`config.mk`:
```
export PLATFORM = sky130hd
export DESIGN_NAME = morse_element_timing_sequencer_top
export DESIGN_NICKNAME = d
export VERILOG_FILES = /design/src/rtl/mets_pkg.sv /design/src/rtl/mets_ram.sv /design/src/rtl/morse_element_timing_sequencer_top.sv
export SDC_FILE = /design/constraint.sdc
export NUM_CORES = 1
export LEC_CHECK = 0
export BUFFER_PORTS_ARGS = -buffer_cell sky130_fd_sc_hd__buf_4
export CORE_ASPECT_RATIO = 2
export CORE_UTILIZATION = 40
export DETAILED_ROUTE_END_ITERATION = 8
export HOLD_SLACK_MARGIN = 0.1
export PLACE_DENSITY = 0.54
export SETUP_SLACK_MARGIN = 0.3
export SYNTH_ARGS = -nofsm -noshare
export SYNTH_HDL_FRONTEND = slang
export SYNTH_SLANG_ARGS = --single-unit
```
`constraint.sdc`:
```
create_clock -name clk -period 6.7 [get_ports clk]
set_clock_uncertainty 0.2 [all_clocks]
set_input_delay 1.675 -clock clk [delete_from_list [all_inputs] [get_ports clk]]
set_output_delay 1.675 -clock clk [all_outputs]
set_load 0.01 [all_outputs]
```
`src/rtl/mets_pkg.sv`:
```
`timescale 1ns / 1ps
// Package for the Morse element timing sequencer.
// Holds sizes, codes, sequencer state types and the dit duration table.
// No dependencies.
package mets_pkg;

	localparam int MAX_PATTERNS = 64;
	localparam int MAX_ELEMENTS = 8;
	localparam int ADDR_W = 6;
	localparam int CNT_W = 7;
	localparam int EIDX_W = 4;
	localparam int SEL_W = 3;
	localparam int LEN_W = 4;
	localparam int BITS_W = 8;
	localparam int ENTRY_W = LEN_W + BITS_W;
	localparam int WPM_W = 6;
	localparam int TIME_W = 63;
	localparam int DIT_W = 18;
	localparam int DUR_W = 21;
	localparam int DIT_NUM = 1200000;

	localparam logic [WPM_W-1:0] WPM_MIN = 6'd5;
	localparam logic [WPM_W-1:0] WPM_MAX = 6'd60;
	localparam logic [WPM_W-1:0] WPM_RESET = 6'd20;
	localparam logic [TIME_W-1:0] TIME_MAX = '1;

	typedef enum logic [2:0] {
		MODE_LOAD   = 3'd0,
		MODE_TICK   = 3'd1,
		MODE_PAUSE  = 3'd2,
		MODE_RESUME = 3'd3,
		MODE_ABORT  = 3'd4
	} mode_t;

	typedef enum logic [1:0] {
		RUN_IDLE  = 2'd0,
		RUN_SEND  = 2'd1,
		RUN_PAUSE = 2'd2
	} run_t;

	typedef enum logic [1:0] {
		STAT_OK   = 2'd0,
		STAT_BUSY = 2'd1,
		STAT_FULL = 2'd2
	} status_t;

	typedef enum logic [2:0] {
		SEQ_IDLE,
		SEQ_EXEC,
		SEQ_READ,
		SEQ_NEXT,
		SEQ_ADD,
		SEQ_OUT
	} seq_t;

	typedef enum logic [2:0] {
		TA_NONE,
		TA_GAP,
		TA_CLEAR,
		TA_WORD,
		TA_NEXTPAT,
		TA_CHAR,
		TA_ELEM
	} tick_act_t;

	// Dit length in microseconds, indexed by words per minute.
	localparam logic [DIT_W-1:0] DIT_TABLE [64] = '{
		18'(DIT_NUM / 5),  18'(DIT_NUM / 5),  18'(DIT_NUM / 5),  18'(DIT_NUM / 5),
		18'(DIT_NUM / 5),  18'(DIT_NUM / 5),  18'(DIT_NUM / 6),  18'(DIT_NUM / 7),
		18'(DIT_NUM / 8),  18'(DIT_NUM / 9),  18'(DIT_NUM / 10), 18'(DIT_NUM / 11),
		18'(DIT_NUM / 12), 18'(DIT_NUM / 13), 18'(DIT_NUM / 14), 18'(DIT_NUM / 15),
		18'(DIT_NUM / 16), 18'(DIT_NUM / 17), 18'(DIT_NUM / 18), 18'(DIT_NUM / 19),
		18'(DIT_NUM / 20), 18'(DIT_NUM / 21), 18'(DIT_NUM / 22), 18'(DIT_NUM / 23),
		18'(DIT_NUM / 24), 18'(DIT_NUM / 25), 18'(DIT_NUM / 26), 18'(DIT_NUM / 27),
		18'(DIT_NUM / 28), 18'(DIT_NUM / 29), 18'(DIT_NUM / 30), 18'(DIT_NUM / 31),
		18'(DIT_NUM / 32), 18'(DIT_NUM / 33), 18'(DIT_NUM / 34), 18'(DIT_NUM / 35),
		18'(DIT_NUM / 36), 18'(DIT_NUM / 37), 18'(DIT_NUM / 38), 18'(DIT_NUM / 39),
		18'(DIT_NUM / 40), 18'(DIT_NUM / 41), 18'(DIT_NUM / 42), 18'(DIT_NUM / 43),
		18'(DIT_NUM / 44), 18'(DIT_NUM / 45), 18'(DIT_NUM / 46), 18'(DIT_NUM / 47),
		18'(DIT_NUM / 48), 18'(DIT_NUM / 49), 18'(DIT_NUM / 50), 18'(DIT_NUM / 51),
		18'(DIT_NUM / 52), 18'(DIT_NUM / 53), 18'(DIT_NUM / 54), 18'(DIT_NUM / 55),
		18'(DIT_NUM / 56), 18'(DIT_NUM / 57), 18'(DIT_NUM / 58), 18'(DIT_NUM / 59),
		18'(DIT_NUM / 60), 18'(DIT_NUM / 60), 18'(DIT_NUM / 60), 18'(DIT_NUM / 60)
	};

endpackage

```
`src/rtl/mets_ram.sv`:
```
`timescale 1ns / 1ps
// Generic single-write, single-read synchronous RAM with registered read data.
// No dependencies.
module mets_ram #(
	parameter int WIDTH = 8,
	parameter int DEPTH = 16
) (
	input  logic                     clk,
	input  logic                     we,
	input  logic [$clog2(DEPTH)-1:0] waddr,
	input  logic [WIDTH-1:0]         wdata,
	input  logic [$clog2(DEPTH)-1:0] raddr,
	output logic [WIDTH-1:0]         rdata
);

	logic [WIDTH-1:0] mem_q [DEPTH];

	always_ff @(posedge clk) begin
		if (we) begin
			mem_q[waddr] <= wdata;
		end
		rdata <= mem_q[raddr];
	end

endmodule

```
`src/rtl/morse_element_timing_sequencer_top.sv`:
```
`timescale 1ns / 1ps
// A load, pause, resume, abort or a tick that changes nothing goes from EXEC to OUT, where
// done pulses; a tick that times an element or a gap passes through ADD for the end time
// add, and a tick that must fetch the next pattern from the store before timing a gap
// passes through READ, NEXT and ADD. A new command word is taken only while busy is low.
// Reset clears the keyer to idle, unkeyed, with no patterns; speed returns to 20 wpm.
// The receiver cannot stall; each result is valid only while done is high.
// Depends on mets_pkg and mets_ram.
module morse_element_timing_sequencer_top (
	input  logic                             clk,
	input  logic                             arst_n,
	input  logic                             start,
	output logic                             busy,
	output logic                             done,
	input  logic [2:0]                       mode,
	input  logic [mets_pkg::TIME_W-1:0]      now_us,
	input  logic [mets_pkg::BITS_W-1:0]      pattern_elements,
	input  logic [mets_pkg::LEN_W-1:0]       pattern_length,
	input  logic                             last_pattern,
	input  logic                             cfg_we,
	input  logic [mets_pkg::WPM_W-1:0]       cfg_wdata,
	output logic                             key_on,
	output logic [1:0]                       keyer_state,
	output logic [mets_pkg::CNT_W-1:0]       patterns_sent,
	output logic [mets_pkg::CNT_W-1:0]       patterns_total,
	output logic [1:0]                       status
);

	mets_pkg::seq_t                   state_q, state_d;
	mets_pkg::run_t                   run_q;
	mets_pkg::status_t                stat_q;
	mets_pkg::mode_t                  mode_q;
	mets_pkg::tick_act_t              act;
	logic [mets_pkg::TIME_W-1:0]      now_q;
	logic [mets_pkg::BITS_W-1:0]      bits_q;
	logic [mets_pkg::LEN_W-1:0]       len_q;
	logic                             last_q;
	logic [mets_pkg::CNT_W-1:0]       cnt_q, pidx_q;
	logic [mets_pkg::EIDX_W-1:0]      eidx_q;
	logic [mets_pkg::TIME_W-1:0]      end_q;
	logic                             key_q;
	logic [mets_pkg::WPM_W-1:0]       speed_q;
	logic [mets_pkg::DUR_W-1:0]       dur_q;

	logic                             mem_we;
	logic [mets_pkg::ENTRY_W-1:0]     mem_wdata, mem_rdata;
	logic [mets_pkg::LEN_W-1:0]       ent_len, len_clamped;
	logic [mets_pkg::BITS_W-1:0]      ent_bits;
	logic                             have_pat, more_pat, in_char, store_full;
	logic [mets_pkg::DIT_W-1:0]       dit;
	logic [mets_pkg::DUR_W-1:0]       d1, d3, d7;
	logic [mets_pkg::TIME_W:0]        sum;
	logic [mets_pkg::WPM_W-1:0]       wpm_clamped;

	mets_ram #(
		.WIDTH(mets_pkg::ENTRY_W),
		.DEPTH(mets_pkg::MAX_PATTERNS)
	) u_store (
		.clk  (clk),
		.we   (mem_we),
		.waddr(cnt_q[mets_pkg::ADDR_W-1:0]),
		.wdata(mem_wdata),
		.raddr(pidx_q[mets_pkg::ADDR_W-1:0]),
		.rdata(mem_rdata)
	);

	assign ent_len = mem_rdata[mets_pkg::ENTRY_W-1:mets_pkg::BITS_W];
	assign ent_bits = mem_rdata[mets_pkg::BITS_W-1:0];
	assign len_clamped = (len_q > mets_pkg::LEN_W'(mets_pkg::MAX_ELEMENTS)) ?
		mets_pkg::LEN_W'(mets_pkg::MAX_ELEMENTS) : len_q;
	assign mem_wdata = {len_clamped, bits_q};
	assign store_full = (cnt_q >= mets_pkg::CNT_W'(mets_pkg::MAX_PATTERNS));
	assign have_pat = (pidx_q < cnt_q);
	assign more_pat = ((pidx_q + mets_pkg::CNT_W'(1)) < cnt_q);
	assign in_char = have_pat && (ent_len != '0) && (mets_pkg::LEN_W'(eidx_q) < ent_len);
	assign dit = mets_pkg::DIT_TABLE[speed_q];
	assign d1 = mets_pkg::DUR_W'(dit);
	assign d3 = mets_pkg::DUR_W'({dit, 1'b0}) + mets_pkg::DUR_W'(dit);
	assign d7 = mets_pkg::DUR_W'({dit, 3'b000}) - mets_pkg::DUR_W'(dit);
	assign sum = {1'b0, now_q} + (mets_pkg::TIME_W + 1)'(dur_q);
	assign wpm_clamped = (cfg_wdata < mets_pkg::WPM_MIN) ? mets_pkg::WPM_MIN :
		((cfg_wdata > mets_pkg::WPM_MAX) ? mets_pkg::WPM_MAX : cfg_wdata);

	always_comb begin
		act = mets_pkg::TA_NONE;
		priority if (run_q != mets_pkg::RUN_SEND) begin
			act = mets_pkg::TA_NONE;
		end else if ((end_q != '0) && (now_q < end_q)) begin
			act = mets_pkg::TA_NONE;
		end else if ((end_q != '0) && key_q && in_char) begin
			act = mets_pkg::TA_GAP;
		end else if (!have_pat) begin
			act = mets_pkg::TA_CLEAR;
		end else if (ent_len == '0) begin
			act = mets_pkg::TA_WORD;
		end else if (mets_pkg::LEN_W'(eidx_q) >= ent_len) begin
			act = more_pat ? mets_pkg::TA_NEXTPAT : mets_pkg::TA_CHAR;
		end else begin
			act = mets_pkg::TA_ELEM;
		end
	end

	always_comb begin
		state_d = state_q;
		unique case (state_q)
			mets_pkg::SEQ_IDLE: begin
				if (start) begin
					state_d = mets_pkg::SEQ_EXEC;
				end
			end
			mets_pkg::SEQ_EXEC: begin
				state_d = mets_pkg::SEQ_OUT;
				if (mode_q == mets_pkg::MODE_TICK) begin
					unique case (act)
						mets_pkg::TA_GAP, mets_pkg::TA_WORD, mets_pkg::TA_CHAR,
						mets_pkg::TA_ELEM:    state_d = mets_pkg::SEQ_ADD;
						mets_pkg::TA_NEXTPAT: state_d = mets_pkg::SEQ_READ;
						default:              state_d = mets_pkg::SEQ_OUT;
					endcase
				end
			end
			mets_pkg::SEQ_READ: state_d = mets_pkg::SEQ_NEXT;
			mets_pkg::SEQ_NEXT: state_d = mets_pkg::SEQ_ADD;
			mets_pkg::SEQ_ADD:  state_d = mets_pkg::SEQ_OUT;
			mets_pkg::SEQ_OUT:  state_d = mets_pkg::SEQ_IDLE;
			default:            state_d = mets_pkg::SEQ_IDLE;
		endcase
	end

	always_comb begin
		busy = (state_q != mets_pkg::SEQ_IDLE);
		done = (state_q == mets_pkg::SEQ_OUT);
		mem_we = (state_q == mets_pkg::SEQ_EXEC) && (mode_q == mets_pkg::MODE_LOAD) &&
			(run_q == mets_pkg::RUN_IDLE) && !store_full;
	end

	assign key_on = key_q;
	assign keyer_state = run_q;
	assign patterns_sent = pidx_q;
	assign patterns_total = cnt_q;
	assign status = stat_q;

	always_ff @(posedge clk) begin
		if (start && !busy) begin
			mode_q <= mets_pkg::mode_t'(mode);
			now_q <= now_us;
			bits_q <= pattern_elements;
			len_q <= pattern_length;
			last_q <= last_pattern;
		end
		if (state_q == mets_pkg::SEQ_EXEC) begin
			unique case (act)
				mets_pkg::TA_GAP:  dur_q <= d1;
				mets_pkg::TA_WORD: dur_q <= d7;
				mets_pkg::TA_CHAR: dur_q <= d3;
				mets_pkg::TA_ELEM: dur_q <= ent_bits[eidx_q[mets_pkg::SEL_W-1:0]] ? d3 : d1;
				default:           dur_q <= dur_q;
			endcase
		end else if (state_q == mets_pkg::SEQ_NEXT) begin
			dur_q <= (ent_len == '0) ? d7 : d3;
		end
	end

	always_ff @(posedge clk or negedge arst_n) begin
		if (!arst_n) begin
			state_q <= mets_pkg::SEQ_IDLE;
			run_q <= mets_pkg::RUN_IDLE;
			stat_q <= mets_pkg::STAT_OK;
			cnt_q <= '0;
			pidx_q <= '0;
			eidx_q <= '0;
			end_q <= '0;
			key_q <= 1'b0;
			speed_q <= mets_pkg::WPM_RESET;
		end else begin
			state_q <= state_d;
			if (cfg_we) begin
				speed_q <= wpm_clamped;
			end
			unique case (state_q)
				mets_pkg::SEQ_EXEC: begin
					stat_q <= mets_pkg::STAT_OK;
					unique case (mode_q)
						mets_pkg::MODE_LOAD: begin
							if (run_q != mets_pkg::RUN_IDLE) begin
								stat_q <= mets_pkg::STAT_BUSY;
							end else begin
								if (!store_full) begin
									cnt_q <= cnt_q + mets_pkg::CNT_W'(1);
								end else begin
									stat_q <= mets_pkg::STAT_FULL;
								end
								if (last_q) begin
									run_q <= mets_pkg::RUN_SEND;
									pidx_q <= '0;
									eidx_q <= '0;
									end_q <= '0;
									key_q <= 1'b0;
								end
							end
						end
						mets_pkg::MODE_TICK: begin
							unique case (act)
								mets_pkg::TA_GAP: begin
									key_q <= 1'b0;
								end
								mets_pkg::TA_WORD, mets_pkg::TA_NEXTPAT,
								mets_pkg::TA_CHAR: begin
									key_q <= 1'b0;
									pidx_q <= pidx_q + mets_pkg::CNT_W'(1);
									eidx_q <= '0;
								end
								mets_pkg::TA_ELEM: begin
									key_q <= 1'b1;
									eidx_q <= eidx_q + mets_pkg::EIDX_W'(1);
								end
								mets_pkg::TA_CLEAR: begin
									run_q <= mets_pkg::RUN_IDLE;
									cnt_q <= '0;
									pidx_q <= '0;
									eidx_q <= '0;
									end_q <= '0;
									key_q <= 1'b0;
								end
								default: begin
								end
							endcase
						end
						mets_pkg::MODE_PAUSE: begin
							if (run_q == mets_pkg::RUN_SEND) begin
								key_q <= 1'b0;
								run_q <= mets_pkg::RUN_PAUSE;
							end
						end
						mets_pkg::MODE_RESUME: begin
							if (run_q == mets_pkg::RUN_PAUSE) begin
								run_q <= mets_pkg::RUN_SEND;
								end_q <= '0;
							end
						end
						mets_pkg::MODE_ABORT: begin
							run_q <= mets_pkg::RUN_IDLE;
							cnt_q <= '0;
							pidx_q <= '0;
							eidx_q <= '0;
							end_q <= '0;
							key_q <= 1'b0;
						end
						default: begin
						end
					endcase
				end
				mets_pkg::SEQ_NEXT: begin
					key_q <= 1'b0;
					if (ent_len == '0) begin
						pidx_q <= pidx_q + mets_pkg::CNT_W'(1);
						eidx_q <= '0;
					end
				end
				mets_pkg::SEQ_ADD: begin
					end_q <= sum[mets_pkg::TIME_W] ? mets_pkg::TIME_MAX :
						sum[mets_pkg::TIME_W-1:0];
				end
				default: begin
				end
			endcase
		end
	end

endmodule

```
==> flow_summary.yaml, run 1 <==
run_status:
  status: "completed"
power_and_ir_drop:
  leakagePower_nw: 17.4
  peakVddDrop_uv: 277
  p_per_area_mw_per_mm2: 357
routing:
  wl_mm: 127
  dr_total_vias: 26700
  post-route-drc-count: 0
  dr.pass1.iters: 5
  antenna_left: 0
  drt_iter0_drc: 1719
  routedWlPerCell_um: 27.5
  viasPerCell: 5.78
setup_path:
  path_depth: 16
  cpPeakStageDelay_ps: 710
  cp-start-kind: "flip-flop"
  r2r-end: "dur_q[19]$_DFFE_PP_"
  cp_num_buf_inv: 2
  crit_path_cell_trace: "inv_1 -> ha_1 -> nand2b_1 -> a31oi_1 -> o221ai_1 -> o21ai_0 -> inv_1 -> ha_1 -> nand3_1 -> a21oi_1 -> a211oi_1 -> a21oi_1 -> o21ai_0 -> a211oi_1 -> o211a_1 -> a311o_1"
  path_class: "flip-flop to flip-flop"
  cp_max_fo: 16
  ff2ff_path_depth: 16
  cp_slowest_cell: "dfrtp_1"
  crit_end: "dur_q[19]$_DFFE_PP_"
  cpLargestDelayFamily: "compound AO/OA/AOI/OAI gates"
  cp-end-kind: "flip-flop"
  r2r-start: "speed_q[1]$_DFFE_PN0P_"
  crit_arrival_ps: 5910
  r2r_slack_ps: 1020
  worstPathRequired_ps: 6930
  startpoint: "speed_q[1]$_DFFE_PN0P_"
timing:
  setup_viol: 0
  grt_setup_unrepaired: "false"
  min_period_ps: 5680
  slew_violations: 0
  fmax_mhz: 176
  worst_pin_slew_ps: 1070
  hold_viol_final: 0
  slew_headroom_pct: 28.4
  setup-tns-final_ps: 0
  min_period_over_period_pct: 84.8
clocking:
  hold_buffers: 0
  cts_max_level: 3
  cts_buffers: 90
  cts.clk_slew.worst_paths_ps: 70
  cts_tree: "yes"
  cts-resized-gates: 0
  postCtsSetupRepairBufs: 0
  clk_latency_ps: 700
  cts_root_buf: "clkbuf_16"
  cts_max_path_buffers: 3
  cts_sinks: 975
finish:
  fillCellCount: 9684
  fin_area_mm2: 0.0510
  area_growth_pct: 13.3
  fin_nets: 3310
  drive_gt1_share_pct: 22.2
synth:
  avgSynthCellArea_um2: 15.6
  syn_area_mm2: 0.0450
  ys_seq_area_share_pct: 63.7
  synth-edff-count: 868
  ys.flop_type: "edfxtp_1"
  ys_types: 87
  synth_nets: 3146
  yosysWarningCount: 0
  syn_inst: 2896
  synth-async-reset-ratio_pct: 9.74
  synth.ff_latch_count: 975
global_routing:
  grt_overflow: 0
  antenna_found_initial: 2
  grt_max_degree: 100
  grtUsageTotal_pct: 22.6
  grt_first_pass_wirelength_mm: 188
  grt_pass1_vias: 28300
place:
  hpwl_mm: 88.5
  io_buffer_count: 109
  gp_congestion: 0.926
  placed_area_mm2: 0.0480
floorplanning:
  die_h_um: 477
  start_util_pct: 40.4
  rows: 173
  die_w_um: 239
  num_io_pins: 110
  core-area_mm2: 0.111
  die_area_mm2: 0.114
run:
  cap_violations: 0
min_path:
  hp-class: "flip-flop to flip-flop"
-- routing by layer --
metal / part of all wire [%] / up-vias / global-route usage, %
met1: 34 / 13900 / 22.7
met5: 0 / - / 0
met3: 4.2 / 228 / 3.49
met2: 56 / 718 / 43.3
met4: 6.0 / 0 / 12.8
li1: - / 11900 / -
-- kinds of logic after synthesis --
logic type / Yosys count / synth area share, %
flops: 975 / 63.7
simple gates: 582 / 6.37
compound gates: 557 / 8.41
buf+inv: 273 / 2.32
mux: 273 / 13.3
fa+ha+maj: 161 / 4.51
xor+xnor: 75 / 1.46
-- stage by stage --
| stage | cells | total power [W] | utilization (%) | hold slack (ps) | worst slack (ps) |
|---|---|---|---|---|---|
| 2_1_floorplan | 2896 | 0.0113 | - | 272 | 1000 |
| 3_3_place_gp | 4455 | 0.0130 | 43.1 | 276 | 1190 |
| 4_1_cts | 4619 | 0.0184 | 45.8 | 313 | 1040 |
| 3_5_place_dp | 4455 | 0.0131 | 43.1 | 297 | 1070 |
| 6_report | 4621 | 0.0182 | 45.8 | 316 | 1020 |
| 5_1_grt | 4621 | 0.0190 | 45.8 | 332 | 597 |
-- worst min-delay path by stage --
stage,to,depth (start not counted),start,slack (ps)
3_3_place_gp,status[0]$_DFFE_PN0P_,2,status[0]$_DFFE_PN0P_,280
4_1_cts,status[0]$_DFFE_PN0P_,2,status[0]$_DFFE_PN0P_,310
3_5_place_dp,status[0]$_DFFE_PN0P_,2,status[0]$_DFFE_PN0P_,300
5_1_grt,status[1]$_DFFE_PN0P_,1,status[1]$_DFFE_PN0P_,330
6_report,status[1]$_DFFE_PN0P_,1,status[1]$_DFFE_PN0P_,320
2_1_floorplan,end_q[56]$_DFFE_PN0P_,1,end_q[56]$_DFFE_PN0P_,270
-- final cells by class --
type	count	area [µm²]	share of cell area [%]
Sequential cell	975	28700	56.2
Multi-Input combinational cell	1648	15400	30.1
Clock buffer	106	2370	4.65
Tap cell	1487	1860	3.65
Timing Repair Buffer	215	1630	3.19
Clock inverter	58	606	1.19
Inverter	130	488	0.956
Antenna cell	2	5.00	0.00981
-- cell usage in the layout (no fill, tap or decap), types with 30 or more instances in the layout --
cell,count
o21ai_0,116
nand4_1,30
xnor2_1,36
nor2_1,166
nand2_1,136
a21oi_1,130
buf_4,214
edfxtp_1,868
dfrtp_1,88
a21o_1,43
inv_1,130
a31o_2,33
clkbuf_16,92
mux4_2,258
nand3_1,69
xor2_1,39
ha_1,159
-- report_power, final --
group          leakage, nW  switching (W)  internal, W
Sequential            9.15       0.000513      0.00722
Clock                 1.45        0.00237      0.00288
Combinational         6.77        0.00308      0.00214
-- worst reg2reg max path, delay by kind of cell, from the launching register on --
kind            cells  cell delay (ps)
simple gates        2              390
buf+inv             2              500
flops               1              710
compound gates     10             2710
fa+ha+maj           2              900
-- sequential cells by signal, indices dropped and copies added, names as in the netlist, 4 cells and up --
name,flops
len_q,4
speed_q,6
now_q,63
patterns_total,7
u_store.mem_q,768
dur_q,21
bits_q,8
eidx_q,4
u_store.rdata,12
patterns_sent,7
end_q,63
-- cell usage after synthesis (all sizes together) (12+ instances only) --
cell / count / area (µm²)
a22oi: 12 / 90.1
o21a: 16 / 120
nor2: 171 / 642
o21ai: 121 / 606
mux4: 258 / 5810
a21oi: 132 / 664
o31ai: 16 / 135
nor4: 26 / 190
dfxtp: 12 / 240
or3: 15 / 98.8
nand4: 32 / 213
nand2b: 23 / 144
buf: 43 / 184
xnor2: 36 / 315
a31oi: 20 / 155
dfrtp: 93 / 2330
inv: 130 / 488
clkbuf: 100 / 375
and3: 24 / 150
nand2: 138 / 521
nand3: 69 / 345
edfxtp: 868 / 26100
nor3: 31 / 165
a21o: 43 / 323
xor2: 39 / 342
a31o: 33 / 289
a211oi: 25 / 188
nor2b: 15 / 93.8
ha: 159 / 1990
o211ai: 15 / 113
Power figures use the tool's default switching activity.
==> run 2: changes to the inputs <==
--- a/config.mk
+++ b/config.mk
@@ -10,7 +10,7 @@
 export CORE_UTILIZATION = 40
 export DETAILED_ROUTE_END_ITERATION = 8
 export HOLD_SLACK_MARGIN = 0.1
-export PLACE_DENSITY = 0.54
+export PLACE_DENSITY = 0.56
 export SETUP_SLACK_MARGIN = 0.3
 export SYNTH_ARGS = -nofsm -noshare
 export SYNTH_HDL_FRONTEND = slang
==> constraint.sdc (replaced) <==
create_clock -name clk -period 4.7 [get_ports clk]
set_clock_uncertainty 0.2 [all_clocks]
set_input_delay 1.175 -clock clk [delete_from_list [all_inputs] [get_ports clk]]
set_output_delay 1.175 -clock clk [all_outputs]
set_load 0.01 [all_outputs]
==> flow_summary.yaml, run 2 (synthesis gave the netlist of run 1 again) <==
run_status:
  status: "completed"
power_and_ir_drop:
  leakagePower_nw: 18.1
  peakVddDrop_uv: 326
  p_per_area_mw_per_mm2: 510
timing:
  min_period_ps: 4430
  setup_viol: 0
  worst_pin_slew_ps: 1140
  hold_viol_final: 0
  fmax_mhz: 225
  min_period_over_period_pct: 94.4
  fin_hold_ws_ps: 296
  grt_setup_unrepaired: "true"
  setup_ws_ps: 265
  slew_violations: 0
  slew_headroom_pct: 23.9
clocking:
  cts_buffers: 89
  cts_max_path_buffers: 3
  cts_tree: "yes"
  cts_sinks: 975
  cts_root_buf: "clkbuf_16"
  cts_max_level: 3
  clk_latency_ps: 700
  cts.clk_slew.worst_paths_ps: 80
  hold_buffers: 0
routing:
  dr.pass1.iters: 5
  routedWlPerCell_um: 26.5
  antenna_left: 0
  drt_iter0_drc: 2018
  post-route-drc-count: 0
  viasPerCell: 5.70
  dr_total_vias: 27000
  wl_mm: 125
setup_path:
  r2r-start: "speed_q[2]$_DFFE_PN1P_"
  cp-end-kind: "flip-flop"
  ff2ff_path_depth: 18
  cp-start-kind: "flip-flop"
  cp_max_fo: 7
  path_class: "flip-flop to flip-flop"
  r2r-end: "dur_q[19]$_DFFE_PP_"
  worstPathRequired_ps: 4940
  r2r_slack_ps: 270
  crit_arrival_ps: 4670
floorplanning:
  die_h_um: 477
  die_area_mm2: 0.114
  core-area_mm2: 0.111
  start_util_pct: 40.4
  num_io_pins: 110
  die_w_um: 239
  rows: 173
global_routing:
  antenna_found_initial: 1
  grt_overflow: 0
  grt_first_pass_wirelength_mm: 186
  grt_pass1_vias: 28800
  grtUsageTotal_pct: 22.2
  grt_max_degree: 99
place:
  dp.cells: 4542
  io_buffer_count: 109
  placed_area_mm2: 0.0487
  hpwl_mm: 88.9
  gp_congestion: 0.918
  pre_cts_ws_ps: -9.71
min_path:
  hold_path_end: "status[0]$_DFFE_PN0P_"
  hp-start: "status[0]$_DFFE_PN0P_"
  hp-class: "flip-flop to flip-flop"
  min_path_cells: 2
finish:
  drive_gt1_share_pct: 27.0
  final_common_cell: "edfxtp_1"
  fin_area_mm2: 0.0526
  fin_nets: 3425
  largest_reg_flops: 768
  layout.cells.most_common_list: "868 x edfxtp_1, 321 x buf_4, 258 x mux4_2"
  area_growth_pct: 16.7
  top_regs: "u_store.mem_q x768, end_q x63, now_q x63"
  stdcell_count: 4739
  largest-register: "u_store.mem_q"
run:
  cap_violations: 0
==> run 2: cell count changes in the layout (fill, tap and decap cells not counted), moves of 10 or more <==
cell     previous run  this run
a21oi_1           130       114
a21oi_2             2        17
buf_4             214       321
ha_1              159       143
ha_4                0        10
inv_1             130       120
o21ai_0           116       102
o21ai_1             5        15
==> run 2: final cells by class <==
| class | count | area (µm²) |
|---|---|---|
| multi-input cells | 1648 | 15800 |
| well taps | 1487 | 1860 |
| clock inverters | 65 | 867 |
| inverters | 130 | 492 |
| fillers | 9587 | 58900 |
| clock buffers | 102 | 2290 |
| flip-flops and latches | 975 | 28700 |
| diodes | 1 | 2.50 |
| repair buffers | 331 | 2610 |
==> run 2: how the worst max path moves through the flow <==
stage	start	end	slack (ps)	depth (start not counted)
global route	speed_q[2]$_DFFE_PN1P_	dur_q[17]$_DFFE_PP_	120	19
detailed placement	speed_q[0]$_DFFE_PN0P_	dur_q[19]$_DFFE_PP_	-10	17
global placement	speed_q[0]$_DFFE_PN0P_	dur_q[19]$_DFFE_PP_	-9	17
CTS	speed_q[2]$_DFFE_PN1P_	dur_q[13]$_DFFE_PP_	240	16
finish	speed_q[2]$_DFFE_PN1P_	dur_q[19]$_DFFE_PP_	270	18
floorplan	speed_q[1]$_DFFE_PN0P_	dur_q[13]$_DFFE_PP_	320	19
==> run 2: worst max-delay path: stages, from the launching register on <==
cell        delay, ps
dfstp_2           570
clkinvlp_4        170
buf_12            190
buf_4             140
a311o_1           320
nand3_2           110
o21ai_2            80
ha_2              220
inv_2              50
fa_2              200
nor2b_2            60
o31a_1            300
o211ai_1          250
buf_4             180
a211o_1           130
nand3_2            90
a311o_1           420
a21o_1            230
a311o_1           260
==> run 2: per-stage QoR <==
step	TNS (ps)	utilization, %	total power (W)
after CTS	0	46.9	0.0269
after detailed placement	-9.71	43.7	0.0189
after floorplan	0	-	0.0160
after global routing	0	47.2	0.0280
after global placement	-9.46	43.7	0.0187
final	0	47.2	0.0268
==> run 2: routing by layer <==
layer  part of all wire [%]  track usage, %
met2                     57            43.7
met3                    3.8            3.16
met4                    5.8            12.1
met1                     33            21.8
met5                      0               0
==> run 2: where the power goes <==
part	total, W	switching, W	leakage, nW	internal (W)
registers	0.0109	0.000640	9.15	0.0103
clock network	0.00782	0.00338	1.51	0.00444
logic	0.00805	0.00465	7.41	0.00340
==> run 2: timing repair <==
action,in CTS,in global routing
endpoints found under the hold margin,0,0
gates resized for setup,53,50
gates cloned,2,0
buffers inserted,13,14
pin swaps,17,28
setup endpoints to repair,10,15
